<file path="src/hdl/pvag_pkg.sv">
`default_nettype none
package pvag_pkg;

    localparam int MAX_DIM_DEF      = 4096;
    localparam int CORDIC_STEPS_DEF = 16;
    localparam int ANGLE_BITS_DEF   = 16;

    // vector lanes carry the pitch vector (up to 2^30) plus CORDIC growth
    localparam int XW = 34;
    // angle accumulator, wide enough for 0.75 turn at 24 angle bits
    localparam int ZW = 27;

    localparam int AW    = 5;

    typedef enum logic [2:0] {
        REG_VIEW_YAW     = 3'd0,
        REG_VIEW_PITCH   = 3'd1,
        REG_OUT_WIDTH    = 3'd2,
        REG_OUT_HEIGHT   = 3'd3,
        REG_SRC_WIDTH    = 3'd4,
        REG_SRC_HEIGHT   = 3'd5,
        REG_VERT_EXTENT  = 3'd6,
        REG_SRC_STRIDE   = 3'd7
    } reg_idx_t;

    typedef struct packed {
        logic signed [15:0] view_yaw;
        logic signed [14:0] view_pitch;
        logic [12:0]        out_width;
        logic [12:0]        out_height;
        logic [12:0]        src_width;
        logic [12:0]        src_height;
        logic [15:0]        vertical_extent;
        logic [13:0]        src_stride;
    } cfg_t;

    typedef struct packed {
        logic signed [XW-1:0] x;
        logic signed [XW-1:0] y;
        logic signed [ZW-1:0] z;
    } lane_t;

    typedef struct packed {
        logic  vld;
        lane_t yaw;
        lane_t pitch;
    } cell_t;

    // atan(2^-i) per turn, 2^-32 units
    localparam logic [31:0] ATAN_TAB [24] = '{
        32'h20000000, 32'h12E4051E, 32'h09FB385B, 32'h051111D4,
        32'h028B0D43, 32'h0145D7E1, 32'h00A2F61E, 32'h00517C55,
        32'h0028BE53, 32'h00145F2F, 32'h000A2F98, 32'h000517CC,
        32'h00028BE6, 32'h000145F3, 32'h0000A2FA, 32'h0000517D,
        32'h000028BE, 32'h0000145F, 32'h00000A30, 32'h00000518,
        32'h0000028C, 32'h00000146, 32'h000000A3, 32'h00000051
    };

    // table entry rounded half up to the angle resolution
    function automatic logic signed [ZW-1:0] cordic_angle(input int step, input int ab);
        logic [32:0] t;
        t = {1'b0, ATAN_TAB[step]} + (33'd1 << (31 - ab));
        return ZW'(t >> (32 - ab));
    endfunction

    // one vectoring micro-rotation, floor shifts
    function automatic lane_t cordic_rot(input lane_t l, input int sh,
                                         input logic signed [ZW-1:0] a);
        lane_t r;
        logic signed [XW-1:0] dx;
        logic signed [XW-1:0] dy;
        dx = l.y >>> sh;
        dy = l.x >>> sh;
        if (!l.y[XW-1]) begin
            r.x = l.x + dx;
            r.y = l.y - dy;
            r.z = l.z + a;
        end else begin
            r.x = l.x - dx;
            r.y = l.y + dy;
            r.z = l.z - a;
        end
        return r;
    endfunction

    // scale the vector up by powers of two until the larger magnitude reaches 2^29
    function automatic lane_t normalize(input lane_t l);
        lane_t r;
        logic [XW-1:0] m;
        r = l;
        m = (r.x[XW-1] ? XW'(-r.x) : XW'(r.x)) | (r.y[XW-1] ? XW'(-r.y) : XW'(r.y));
        for (int k = 16; k >= 1; k = k / 2) begin
            if (m < (XW'(1) << (29 - k))) begin
                r.x = r.x <<< k;
                r.y = r.y <<< k;
                m   = m << k;
            end
        end
        if (m < (XW'(1) << 29)) begin
            r.x = r.x <<< 1;
            r.y = r.y <<< 1;
        end
        return r;
    endfunction

endpackage
`default_nettype wire

</file>
<file path="src/hdl/pvag_regs.sv">
`default_nettype none
module pvag_regs (
    input  wire logic                  clk,
    input  wire logic                  rst_n,
    input  wire logic                  psel,
    input  wire logic                  penable,
    input  wire logic                  pwrite,
    input  wire logic [pvag_pkg::AW-1:0] paddr,
    input  wire logic [31:0]           pwdata,
    output logic      [31:0]           prdata,
    output logic                       pready,
    output pvag_pkg::cfg_t             cfg
);
    import pvag_pkg::*;

    cfg_t     cfg_reg;
    cfg_t     cfg_next;
    reg_idx_t idx;
    logic     wr;

    assign idx    = reg_idx_t'(paddr[AW-1:2]);
    assign pready = 1'b1;
    assign wr     = psel & penable & pwrite;
    assign cfg    = cfg_reg;

    always_comb
    begin
        cfg_next = cfg_reg;
        if (wr)
        begin
            unique case (idx)
                REG_VIEW_YAW:     cfg_next.view_yaw        = pwdata[15:0];
                REG_VIEW_PITCH:   cfg_next.view_pitch      = pwdata[14:0];
                REG_OUT_WIDTH:    cfg_next.out_width       = pwdata[12:0];
                REG_OUT_HEIGHT:   cfg_next.out_height      = pwdata[12:0];
                REG_SRC_WIDTH:    cfg_next.src_width       = pwdata[12:0];
                REG_SRC_HEIGHT:   cfg_next.src_height      = pwdata[12:0];
                REG_VERT_EXTENT:  cfg_next.vertical_extent = pwdata[15:0];
                REG_SRC_STRIDE:   cfg_next.src_stride      = pwdata[13:0];
                default:          cfg_next = cfg_reg;
            endcase
        end
    end

    always_comb
    begin
        unique case (idx)
            REG_VIEW_YAW:     prdata = {16'd0, cfg_reg.view_yaw};
            REG_VIEW_PITCH:   prdata = {17'd0, cfg_reg.view_pitch};
            REG_OUT_WIDTH:    prdata = {19'd0, cfg_reg.out_width};
            REG_OUT_HEIGHT:   prdata = {19'd0, cfg_reg.out_height};
            REG_SRC_WIDTH:    prdata = {19'd0, cfg_reg.src_width};
            REG_SRC_HEIGHT:   prdata = {19'd0, cfg_reg.src_height};
            REG_VERT_EXTENT:  prdata = {16'd0, cfg_reg.vertical_extent};
            REG_SRC_STRIDE:   prdata = {18'd0, cfg_reg.src_stride};
            default:          prdata = 32'd0;
        endcase
    end

    always_ff @(posedge clk or negedge rst_n)
    begin
        if (!rst_n)
        begin
            cfg_reg.view_yaw        <= '0;
            cfg_reg.view_pitch      <= '0;
            cfg_reg.out_width       <= 13'd320;
            cfg_reg.out_height      <= 13'd200;
            cfg_reg.src_width       <= 13'd1280;
            cfg_reg.src_height      <= 13'd720;
            cfg_reg.vertical_extent <= 16'd17495;
            cfg_reg.src_stride      <= 14'd3840;
        end
        else
        begin
            cfg_reg <= cfg_next;
        end
    end
endmodule
`default_nettype wire

</file>
<file path="config.mk">
export PLATFORM = sky130hd
export DESIGN_NAME = pvag_regs
export DESIGN_NICKNAME = d
export VERILOG_FILES = /design/src/hdl/pvag_pkg.sv /design/src/hdl/pvag_regs.sv
export SDC_FILE = /design/constraint.sdc
export NUM_CORES = 1
export LEC_CHECK = 0
export ABC_CLOCK_PERIOD_IN_PS = 1700
export BUFFER_PORTS_ARGS = -buffer_cell sky130_fd_sc_hd__buf_2
export CORE_ASPECT_RATIO = 1.1
export CORE_UTILIZATION = 35
export CTS_CLUSTER_SIZE = 40
export DETAILED_ROUTE_END_ITERATION = 10
export GPL_TIMING_DRIVEN = 0
export SLEW_MARGIN = 20
export SYNTH_ARGS = -nofsm -noshare
export SYNTH_HDL_FRONTEND = slang
export SYNTH_SLANG_ARGS = --single-unit
</file>
<file path="constraint.sdc">
create_clock -name clk -period 1.7 [get_ports clk]
set_clock_uncertainty 0.1 [all_clocks]
set_input_delay 0.17 -clock clk [delete_from_list [all_inputs] [get_ports clk]]
set_output_delay 0.17 -clock clk [all_outputs]
set_load 0.01 [all_outputs]
</file>
==> impl_metrics.py <==
metrics = {
    "layout": {
        "multi_input_area_um2": 2290,
        "antenna_cells": 0,
        "regArea_um2": 2860,
        "final_nets": 646,
        "area_growth_pct": 36.9,
        "final_util_pct": 49.8,
        "fill_cells": 1390,
        "layout-drive-gt1-share_pct": 61.3,
        "largest_reg_flops": 113,
    },
    "floorplanning": {
        "coreArea_um2": 14600,
        "die-area_um2": 15700,
        "num_io_pins": 188,
        "start_util_pct": 36.4,
        "die_w_um": 120,
        "rows": 46,
        "dieHeight_um": 131,
    },
    "timing": {
        "slew-limit-headroom_pct": 60.2,
        "period_share_pct": 108,
        "rsz0062_at_grt": "true",
        "slew_violations": 0,
        "timing.final.crit_period_ps": 1840,
        "setup_tns_ps": -1010,
        "hold_viol": 0,
        "tightest_slew_ps": 595,
        "fmax_mhz": 545,
        "worst_slack_ps": -135,
        "setup_viol": 10,
    },
    "drt": {
        "drtIter0Drc": 192,
        "drtAntennaViolNets": 0,
        "wl_mm": 16.7,
        "drcViolationCount": 0,
        "post_drt_via_cell_ratio": 5.06,
        "firstDrtPassIters": 4,
        "routedWlPerCell_um": 20.7,
        "via_count": 4092,
    },
    "global_routing": {
        "track_usage_pct": 21.9,
        "grt_pass1_vias": 4122,
        "overflow": 0,
        "grt_max_degree": 75,
        "antenna_found_initial": 0,
        "grt_pass1_wl_mm": 24.8,
    },
    "worst_setup_path": {
        "slowest_delay_ps": 540,
        "worstPathMaxFanout": 3,
        "worstReg2RegStart": "cfg[48]$_DFFE_PN0P_",
        "cp_cell_sequence": "mux2i_1, a211oi_2, o22a_1, buf_2",
        "cpMaxStageDelayCell": "dfstp_2",
        "rr_worst_depth": 2,
        "required_ps": 1430,
        "worstSetupEndpointType": "primary output",
        "r2r_slack_ps": 710,
        "r2r_end": "cfg[48]$_DFFE_PN0P_",
        "cp-start-kind": "register",
        "worst-endpoint-arrival_ps": 1570,
        "critPathLaunch": "cfg[18]$_DFFE_PN1P_",
        "worstSetupPathType": "reg2out",
    },
    "yosys": {
        "ys.flop_type": "dfrtp_1",
        "yosysMostFrequentCell": "mux2_2",
        "synth_area_leaders": "dfrtp_1 (43%), mux2_2 (24%), dfstp_2 (11%)",
        "synth.top_cell.area_share_pct": 42.8,
        "ys_types": 30,
        "syn_area_per_cell_um2": 13.6,
        "synthTopCellsByCount": "mux2_2 (114), dfrtp_1 (91), mux2i_1 (39)",
        "yosysWarnings": 0,
        "synth_edf_count": 0,
        "synth_xor_area_share_pct": 0,
        "yosysTopAreaCell": "dfrtp_1",
        "synthCells": 392,
        "synth_top_family_by_area": "multiplexers",
        "synth_area_um2": 5320,
        "synth-simple-area-share_pct": 3.72,
        "synth_seq_cells": 113,
        "synth_fa_ha_area_share_pct": 0,
        "yosysSeqAreaShare_pct": 53.7,
        "synth_compound_area_share_pct": 5.95,
        "synthArstFlopShare_pct": 100,
        "synth.area.mux_share_pct": 31.5,
    },
    "placement": {
        "dpl_worst_slack_ps": -452,
        "gp_congestion": 0.767,
        "hpwlAfterDp_mm": 11.0,
        "port-buffer-count": 149,
    },
    "worst_hold_path": {
        "hold_end": "cfg[80]$_DFFE_PN0P_",
        "hold_path.class": "in2reg",
        "min_from": "pwdata[11]",
        "holdPathStages": 2,
    },
    "cts": {
        "cts_tree": "done",
        "clockRootBuffer": "clkbuf_16",
        "clk_pin_slew_ps": 50,
        "ctsHtreeMaxLevel": 4,
        "clock-sinks": 113,
        "cts_buffer_depth": 2,
        "clock_latency_ps": 410,
        "cts_buffers": 17,
    },
    "status": {
        "status": "finished, violations left",
        "violations": "setup timing",
    },
    "power_and_ir_drop": {
        "vdd_drop_max_uv": 742,
        "power.density_nw_per_um2": 1240,
        "leakagePower_uw": 0.00367,
        "fin_total_pwr_uw": 9040,
    },
    "job": {
        "maxCapViolations": 0,
    },
}
==> cell usage in the layout (no fill, tap or decap), drive strengths merged <==
cell / netlist / layout
o22ai: 12 / 12
nand4: 1 / 1
nand2b: 4 / 4
dfstp: 22 / 22
nand3b: 1 / 1
dlygate4sd3: 0 / 16
a21oi: 2 / 2
nor2b: 1 / 1
o32ai: 1 / 1
nand4b: 1 / 1
clkinv: 0 / 7
a211oi: 12 / 12
or3: 2 / 2
nand2: 4 / 4
nor2: 21 / 21
conb: 2 / 17
nor3: 2 / 2
dfrtp: 91 / 91
buf: 35 / 196
o22a: 12 / 12
a31oi: 1 / 1
nand3: 2 / 2
mux2i: 39 / 39
o31ai: 1 / 1
mux2: 114 / 114
o2111ai: 1 / 1
o21ai: 1 / 1
clkbuf: 7 / 33
==> final cells by class <==
type / instances / area share [%]
Sequential cell: 113 / 39.2
Multi-Input combinational cell: 252 / 31.5
Timing Repair Buffer: 178 / 14.2
Clock buffer: 25 / 6.80
Buffer: 42 / 4.47
Tap cell: 192 / 3.30
Clock inverter: 7 / 0.481
==> stage by stage <==
stage	hold WS [ps]	instance area, um^2	instances
detailed placement	5.21	6390	749
global placement	319	6360	748
floorplan	-226	5380	407
CTS	0.857	7220	805
global route	25.9	7280	809
finish	15.6	7280	809
==> routing by layer <==
metal  vias up  GRT usage [%]  part of all wire [%]
met5         -              0                     0
met4         0           9.44                   2.5
met3        27           7.38                   7.5
met2       164           35.0                    49
met1      2070           26.8                    41
li1       1831              -                     -
==> report_power, final <==
group | internal, uW | leakage [uW] | switching [uW]
logic | 1120 | 0.00201 | 1070
registers | 3300 | 0.00139 | 397
clock network | 1990 | 0.000270 | 1170
total | 6410 | 0.00367 | 2630
==> kinds of logic (layout without fill, tap and decap cells) <==
group | after synthesis | count (layout)
multiplexers | 153 | 153
AND/OR/NAND/NOR | 39 | 39
buffers and inverters | 42 | 252
AO/OA/AOI/OAI | 43 | 43
flip-flops | 113 | 113
other | 2 | 17
==> repair_timing <==
action                     4_1_cts  5_1_grt
setup buffers                    8        4
pin swaps                       14        7
hold endpoints to repair       203        0
hold buffers                    16        0
setup endpoints to repair       22       33
gates resized for setup         27        7
cloned                           0        0
==> critical path, delay by kind of cell, from the launching register on <==
| kind | cells | cell delay, ps |
|---|---|---|
| flops | 1 | 540 |
| compound gates | 2 | 400 |
| buf+inv | 1 | 130 |
| mux | 1 | 90 |
==> worst max-delay path by stage <==
stage	endpoint	slack (ps)
finish	prdata[4]	-140
global route	prdata[6]	-220
CTS	prdata[6]	-160
detailed placement	cfg[4]$_DFFE_PN0P_	-450
global placement	cfg[85]$_DFFE_PN0P_	-950
floorplan	cfg[82]$_DFFE_PN0P_	100
Power figures use the tool's default switching activity.
