$ cat config.mk
export PLATFORM = sky130hd
export DESIGN_NAME = pvag_cell
export DESIGN_NICKNAME = d
export VERILOG_FILES = /design/src/hdl/pvag_pkg.sv /design/src/hdl/pvag_cell.sv
export SDC_FILE = /design/constraint.sdc
export NUM_CORES = 1
export LEC_CHECK = 0
export BUFFER_PORTS_ARGS = -buffer_cell sky130_fd_sc_hd__buf_4
export CAP_MARGIN = 25
export CORE_ASPECT_RATIO = 1.25
export CORE_MARGIN = 1.5
export CORE_UTILIZATION = 55
export CTS_CLUSTER_DIAMETER = 80
export DETAILED_ROUTE_END_ITERATION = 10
export PLACE_DENSITY = 0.81
export SLEW_MARGIN = 30
export SYNTH_ARGS = -nofsm -noshare
export SYNTH_HDL_FRONTEND = slang
export SYNTH_SLANG_ARGS = --single-unit
$ cat constraint.sdc
create_clock -name clk -period 1.1 [get_ports clk]
set_clock_uncertainty 0.2 [all_clocks]
set_input_delay 0.275 -clock clk [delete_from_list [all_inputs] [get_ports clk]]
set_output_delay 0.275 -clock clk [all_outputs]
set_load 0.05 [all_outputs]
$ cat src/hdl/pvag_pkg.sv
`default_nettype none
package pvag_pkg;

    localparam int MAX_DIM_DEF      = 4096;
    localparam int CORDIC_STEPS_DEF = 16;
    localparam int ANGLE_BITS_DEF   = 16;

    // vector lanes carry the pitch vector (up to 2^30) plus CORDIC growth
    localparam int XW = 34;
    // angle accumulator, wide enough for 0.75 turn at 24 angle bits
    localparam int ZW = 27;

    localparam int AW    = 5;

    typedef enum logic [2:0] {
        REG_VIEW_YAW     = 3'd0,
        REG_VIEW_PITCH   = 3'd1,
        REG_OUT_WIDTH    = 3'd2,
        REG_OUT_HEIGHT   = 3'd3,
        REG_SRC_WIDTH    = 3'd4,
        REG_SRC_HEIGHT   = 3'd5,
        REG_VERT_EXTENT  = 3'd6,
        REG_SRC_STRIDE   = 3'd7
    } reg_idx_t;

    typedef struct packed {
        logic signed [15:0] view_yaw;
        logic signed [14:0] view_pitch;
        logic [12:0]        out_width;
        logic [12:0]        out_height;
        logic [12:0]        src_width;
        logic [12:0]        src_height;
        logic [15:0]        vertical_extent;
        logic [13:0]        src_stride;
    } cfg_t;

    typedef struct packed {
        logic signed [XW-1:0] x;
        logic signed [XW-1:0] y;
        logic signed [ZW-1:0] z;
    } lane_t;

    typedef struct packed {
        logic  vld;
        lane_t yaw;
        lane_t pitch;
    } cell_t;

    // atan(2^-i) per turn, 2^-32 units
    localparam logic [31:0] ATAN_TAB [24] = '{
        32'h20000000, 32'h12E4051E, 32'h09FB385B, 32'h051111D4,
        32'h028B0D43, 32'h0145D7E1, 32'h00A2F61E, 32'h00517C55,
        32'h0028BE53, 32'h00145F2F, 32'h000A2F98, 32'h000517CC,
        32'h00028BE6, 32'h000145F3, 32'h0000A2FA, 32'h0000517D,
        32'h000028BE, 32'h0000145F, 32'h00000A30, 32'h00000518,
        32'h0000028C, 32'h00000146, 32'h000000A3, 32'h00000051
    };

    // table entry rounded half up to the angle resolution
    function automatic logic signed [ZW-1:0] cordic_angle(input int step, input int ab);
        logic [32:0] t;
        t = {1'b0, ATAN_TAB[step]} + (33'd1 << (31 - ab));
        return ZW'(t >> (32 - ab));
    endfunction

    // one vectoring micro-rotation, floor shifts
    function automatic lane_t cordic_rot(input lane_t l, input int sh,
                                         input logic signed [ZW-1:0] a);
        lane_t r;
        logic signed [XW-1:0] dx;
        logic signed [XW-1:0] dy;
        dx = l.y >>> sh;
        dy = l.x >>> sh;
        if (!l.y[XW-1]) begin
            r.x = l.x + dx;
            r.y = l.y - dy;
            r.z = l.z + a;
        end else begin
            r.x = l.x - dx;
            r.y = l.y + dy;
            r.z = l.z - a;
        end
        return r;
    endfunction

    // scale the vector up by powers of two until the larger magnitude reaches 2^29
    function automatic lane_t normalize(input lane_t l);
        lane_t r;
        logic [XW-1:0] m;
        r = l;
        m = (r.x[XW-1] ? XW'(-r.x) : XW'(r.x)) | (r.y[XW-1] ? XW'(-r.y) : XW'(r.y));
        for (int k = 16; k >= 1; k = k / 2) begin
            if (m < (XW'(1) << (29 - k))) begin
                r.x = r.x <<< k;
                r.y = r.y <<< k;
                m   = m << k;
            end
        end
        if (m < (XW'(1) << 29)) begin
            r.x = r.x <<< 1;
            r.y = r.y <<< 1;
        end
        return r;
    endfunction

endpackage
`default_nettype wire

$ cat src/hdl/pvag_cell.sv
`default_nettype none
module pvag_cell #(
    parameter int STEP       = 0,
    parameter int ANGLE_BITS = pvag_pkg::ANGLE_BITS_DEF
) (
    input  wire logic          clk,
    input  wire logic          rst_n,
    input  wire pvag_pkg::cell_t din,
    output pvag_pkg::cell_t    dout
);
    import pvag_pkg::*;

    localparam logic signed [ZW-1:0] ANG = cordic_angle(STEP, ANGLE_BITS);

    cell_t dout_reg;
    cell_t dout_next;

    always_comb
    begin
        dout_next.vld   = din.vld;
        dout_next.yaw   = cordic_rot(din.yaw, STEP, ANG);
        dout_next.pitch = cordic_rot(din.pitch, STEP, ANG);
    end

    always_ff @(posedge clk or negedge rst_n)
    begin
        if (!rst_n)
            dout_reg <= '0;
        else
            dout_reg <= dout_next;
    end

    assign dout = dout_reg;
endmodule
`default_nettype wire

==> results of run 1 <==
-- stage by stage --
stage / setup TNS (ps) / cell area (um2) / hold WS [ps] / utilization [%] / setup WS (ps)
3_5_place_dp: -238190 / 26800 / -39.50 / 86.48 / -2125
3_3_place_gp: -228850 / 26800 / -45.92 / 86.48 / -2110
2_1_floorplan: -158610 / 18950 / -220.6 / - / -1531
-- cell families after synthesis --
family	Yosys count
adder cells (fa/ha/maj)	232
buffers and inverters	325
AND/OR/NAND/NOR	462
XOR/XNOR	149
multiplexers	26
AO/OA/AOI/OAI	720
flip-flops	189
==> metrics.txt, run 1 <==
largest family of logic cells by synthesized area=compound AO/OA/AOI/OAI gates; Synth Area in Adders=17.05%; area leader, netlist=dfrtp_1; flops & latches, synth=189; Starting Density=56.07%; Post-synth EDFFs=0; YS warnings=0; syn_nets=2528; Synth top area share=27.22%; Inserted Clock Buffers=17; sequential area share after synthesis=27.22%; CTS Sinks=189; Avg Inst Size Synth=8.263 um2; synthesized cell area=17380 um2; outcome=aborted with a tool error; count leader, synth=a21oi_1; First Err=[ERROR DPL-0038] Utilization greater than 100%, impossible to legalize; # rows=72; post-synthesis compound-gate area fraction=26.79%; Post-Syn Instances=2103; top cells by area, synth=dfrtp_1 (27%), ha_1 (16%), a21oi_1 (7.5%); H-Tree Level Count=4; Post-Synth XOR/XNOR Area=7.510%; die width=162.0 um; mux share of post-synthesis cell area=1.505%; dpl hpwl=62260 um; CTS resizes=590; clk root buf=clkbuf_16; library cells used by synthesis=91; Async SR Flop Fraction=100.0%; Post-Place Cells=3479; Vert. Die Dim=201.7 um; Port Buffer Count=383; GPL Wtd Cong=1.053; Exit stage=4_1_cts; Primary FF master, synth=dfrtp_1; Max Root-Sink Buffers=2; CTS Hold Buffers Added=36; Synth Area in Simple Gates=12.56%; Post-synth top cells=a21oi_1 (260), ha_1 (224), inv_1 (219), dfrtp_1 (189), nor2_1 (147); Post-CTS Setup Inserts=98; Ports=384
==> run 2, diff against run 1 <==
Settings changed: CORE_ASPECT_RATIO 1.25 to default, CORE_UTILIZATION 55 to 40, CTS_CLUSTER_DIAMETER 80 to default, PLACE_DENSITY 0.81 to default, PLACE_DENSITY_LB_ADDON from default to 0.15.
==> run 2 against run 1 <==
Effect of this change:
- the flow now finishes, with violations (hold timing, setup timing)
- area after synthesis unchanged
- synthesized cell count is the same
==> metrics.txt, run 2 <==
outcome=finished with violations; failing checks=hold timing, setup timing; Worst Max-Slew Pin Slew=615.4 ps; worst vdd ir=1.235 mV; Final setup viols=345; RSZ-0062 raised after global routing=yes; fin worst setup slack=-1475 ps; Post-Route WL=81380 um; Syn-to-layout area delta=89.65%; DP Area=27530 um2; hold path depth=3; Inserted Clock Buffers=17; antenna-violating nets left=0; via count=20920; worst-path fanout max=3; count leader, synth=a21oi_1; clk root buf=clkbuf_16; number of global-route vias before repair=21520; Port Buffer Count=383; clock period minus worst slack=2575 ps; Post-synth EDFFs=0; Starting DRT DRC Count=1401; Max-cap violations=0; Avg Inst Size Synth=8.263 um2; synthesized cell area=17380 um2; total power=40.77 mW; CP Data Arrival Time=2790 ps; crit path kind=in -> reg; Primary FF master, synth=dfrtp_1; syn_nets=2528; Max Root-Sink Buffers=2; top cells by area, synth=dfrtp_1 (27%), ha_1 (16%), a21oi_1 (7.5%); P per Cell Area=1237 nW/um2; GPL Wtd Cong=0.9796; die width=211.4 um; initial antenna violation count=3; Post-Syn Instances=2103; global-route usage over all layers=35.23%; library cells used by synthesis=91; final hold vios=13; first-pass GRT wire length=120600 um; area leader, netlist=dfrtp_1; drt via density=5.368; dpl hpwl=61490 um; YS warnings=0; Pre-antenna DRT Iters=6; final slew viol count=0; static leakage=15.47 nW; Post-synth top cells=a21oi_1 (260), ha_1 (224), inv_1 (219), dfrtp_1 (189), nor2_1 (147); largest net degree at the start of global routing=50; layout cell share with drive strength beyond 1=54.26%; final worst path period share=234.1%; CTS Sinks=189; crit path launch type=input pin; Async SR Flop Fraction=100.0%; most common cell after layout, fill and taps aside=buf_4; grt total ovfl=0; Max-Slew Margin vs Limit=58.97%; die footprint=44700 um2; hold_ws=-110.8 ps; Layout fillers=2992; CTS Hold Buffers Added=36; number of flip-flops under the largest register name=189; core area=42980 um2; Nets=3720; Remaining DRCs=0; H-Tree Level Count=4; TritonCTS clock tree=yes; commonest non-fill, non-tap cells in the layout=buf_4 (911), buf_6 (283), dfrtp_1 (183); Reg clk slew, reported paths=90 ps; post-route cell area=32950 um2; nature of the critical path endpoint=flop; Starting Density=40.43%; sequential area share after synthesis=27.22%; Vert. Die Dim=211.4 um; DR WL/cell=20.88 um; Synth top area share=27.22%; Crit path required time=1310 ps; Hold Crit Class=in -> reg; # rows=76; FMAX=0.3883 GHz; Ports=384; flops & latches, synth=189
## run 2: cell counts after synthesis
Identical to the previous run, type by type.
## run 2: path summary, 6_finish.rpt
path	startpoint	end	slack, ps
max	din[27]	dout[55]	-1480
min in group asynchronous	rst_n	dout[147]	-40
max in group asynchronous	rst_n	dout[75]	220
min	din[118]	dout[118]	-110
## run 2: through the flow
| stage | setup TNS (ps) | hold WS, ps | worst slack [ps] | cells | utilization, % |
|---|---|---|---|---|---|
| finish | -237120 | -110.8 | -1475 | 3897 | 76.67 |
| global route | -250790 | -106.5 | -1560 | 3897 | 76.67 |
| CTS | -226350 | -140.1 | -1397 | 3839 | 73.29 |
| detailed placement | -239130 | -66.12 | -2232 | 3714 | 64.04 |
| global placement | -236320 | -66.33 | -2177 | 3714 | 64.04 |
| floorplan | -158610 | -220.6 | -1531 | 2103 | - |
## run 2: kinds of logic after synthesis
| kind of cell | synth area share, % |
|---|---|
| XOR/XNOR | 7.510 |
| AND/OR/NAND/NOR | 12.56 |
| buffers and inverters | 7.373 |
| flip-flops | 27.22 |
| adder cells (fa/ha/maj) | 17.05 |
| AO/OA/AOI/OAI | 26.79 |
| multiplexers | 1.505 |
## run 2: final cells by class
class / count / area (um2) / area share (%)
multi-input combinational: 1589 / 14720 / 44.68
timing repair buffer: 1266 / 11040 / 33.50
sequential: 189 / 4737 / 14.37
inverter: 232 / 1065 / 3.231
tap: 585 / 732.0 / 2.221
clock buffer: 17 / 425.4 / 1.291
clock inverter: 15 / 221.5 / 0.6720
antenna: 4 / 10.01 / 0.03037
## run 2: what timing repair did
| item | in CTS | in global routing |
|---|---|---|
| resized for setup | 574 | 210 |
| pin swaps | 240 | 219 |
| endpoints found under the setup margin | 340 | 343 |
| hold endpoints to repair | 249 | 13 |
| setup buffers | 68 | 61 |
## run 2: per-layer routing
metal	track usage [%]	up-vias	wire length [um]
met5	0	-	0
met2	62.07	758	40780
met4	13.84	0	3268
met3	5.682	197	4605
met1	42.78	10220	32730
li1	-	9747	-
## run 2: power breakdown
group	internal (mW)	total [mW]	switching, mW
Sequential	8.34	9.25	0.912
Combinational	10.6	24.5	13.9
Clock	3.22	7.04	3.83
Total	22.2	40.8	18.6
## run 2: critical path, cell delays in order
cell,delay (ps)
buf_12,110
buf_12,120
clkinv_8,30
ha_4,120
fa_2,250
nor2b_4,50
o21ai_2,140
a21oi_2,90
o31a_1,340
buf_4,180
a211o_4,350
a311oi_4,330
buf_4,160
mux2i_1,70
xnor2_1,160
Note: power is estimated with default switching activity, not from simulation.
==> run 3, diff against run 2 <==
Settings changed: CORE_UTILIZATION 40 to 56.
==> run 3 against run 2 <==
Effect of this change:
- the flow now stops in 4_1_cts
- synthesized cell count did not move
- area after synthesis unchanged
==> metrics.txt, run 3 <==
outcome=aborted with a tool error; Exit stage=4_1_cts; First Err=[ERROR DPL-0038] Utilization greater than 100%, impossible to legalize; sequential area share after synthesis=27.22%; CTS resizes=637; top cells by area, synth=dfrtp_1 (27%), ha_1 (16%), a21oi_1 (7.5%); Synth top area share=27.22%; Synth Area in Adders=17.05%; area leader, netlist=dfrtp_1; Vert. Die Dim=179.2 um; # rows=64; die width=179.2 um; Post-Synth XOR/XNOR Area=7.510%; mux share of post-synthesis cell area=1.505%; Post-synth EDFFs=0; Post-synth top cells=a21oi_1 (260), ha_1 (224), inv_1 (219), dfrtp_1 (189), nor2_1 (147); Post-CTS Setup Inserts=92; largest family of logic cells by synthesized area=compound AO/OA/AOI/OAI gates; H-Tree Level Count=4; Async SR Flop Fraction=100.0%; Avg Inst Size Synth=8.263 um2; CTS Hold Buffers Added=35; Post-Syn Instances=2103; Max Root-Sink Buffers=2; DP Area=26660 um2; post-synthesis compound-gate area fraction=26.79%; syn_nets=2528; Primary FF master, synth=dfrtp_1; GPL Wtd Cong=1.058; Ports=384; library cells used by synthesis=91; Synth Area in Simple Gates=12.56%; flops & latches, synth=189; dpl hpwl=63130 um; Starting Density=56.81%; YS warnings=0; clk root buf=clkbuf_16; synthesized cell area=17380 um2; Port Buffer Count=383; Inserted Clock Buffers=17; count leader, synth=a21oi_1; CTS Sinks=189
## run 3: cell counts after synthesis
No cell type changed its count.
## run 3: through the flow
| step | setup TNS, ps | utilization [%] | std cells | worst slack, ps | hold WS (ps) |
|---|---|---|---|---|---|
| 3_5_place_dp | -241420 | 87.14 | 3444 | -2126 | -33.33 |
| 3_3_place_gp | -228570 | 87.14 | 3444 | -2000 | -36.40 |
| 2_1_floorplan | -158610 | - | 2103 | -1531 | -220.6 |
## run 3: cells by family after synthesis
kind of cell | Yosys count
AOI/OAI and AO/OA | 720
and+or+nand+nor | 462
buffers and inverters | 325
adders and majority gates | 232
DFF | 189
xor gates and xnor gates | 149
muxes | 26
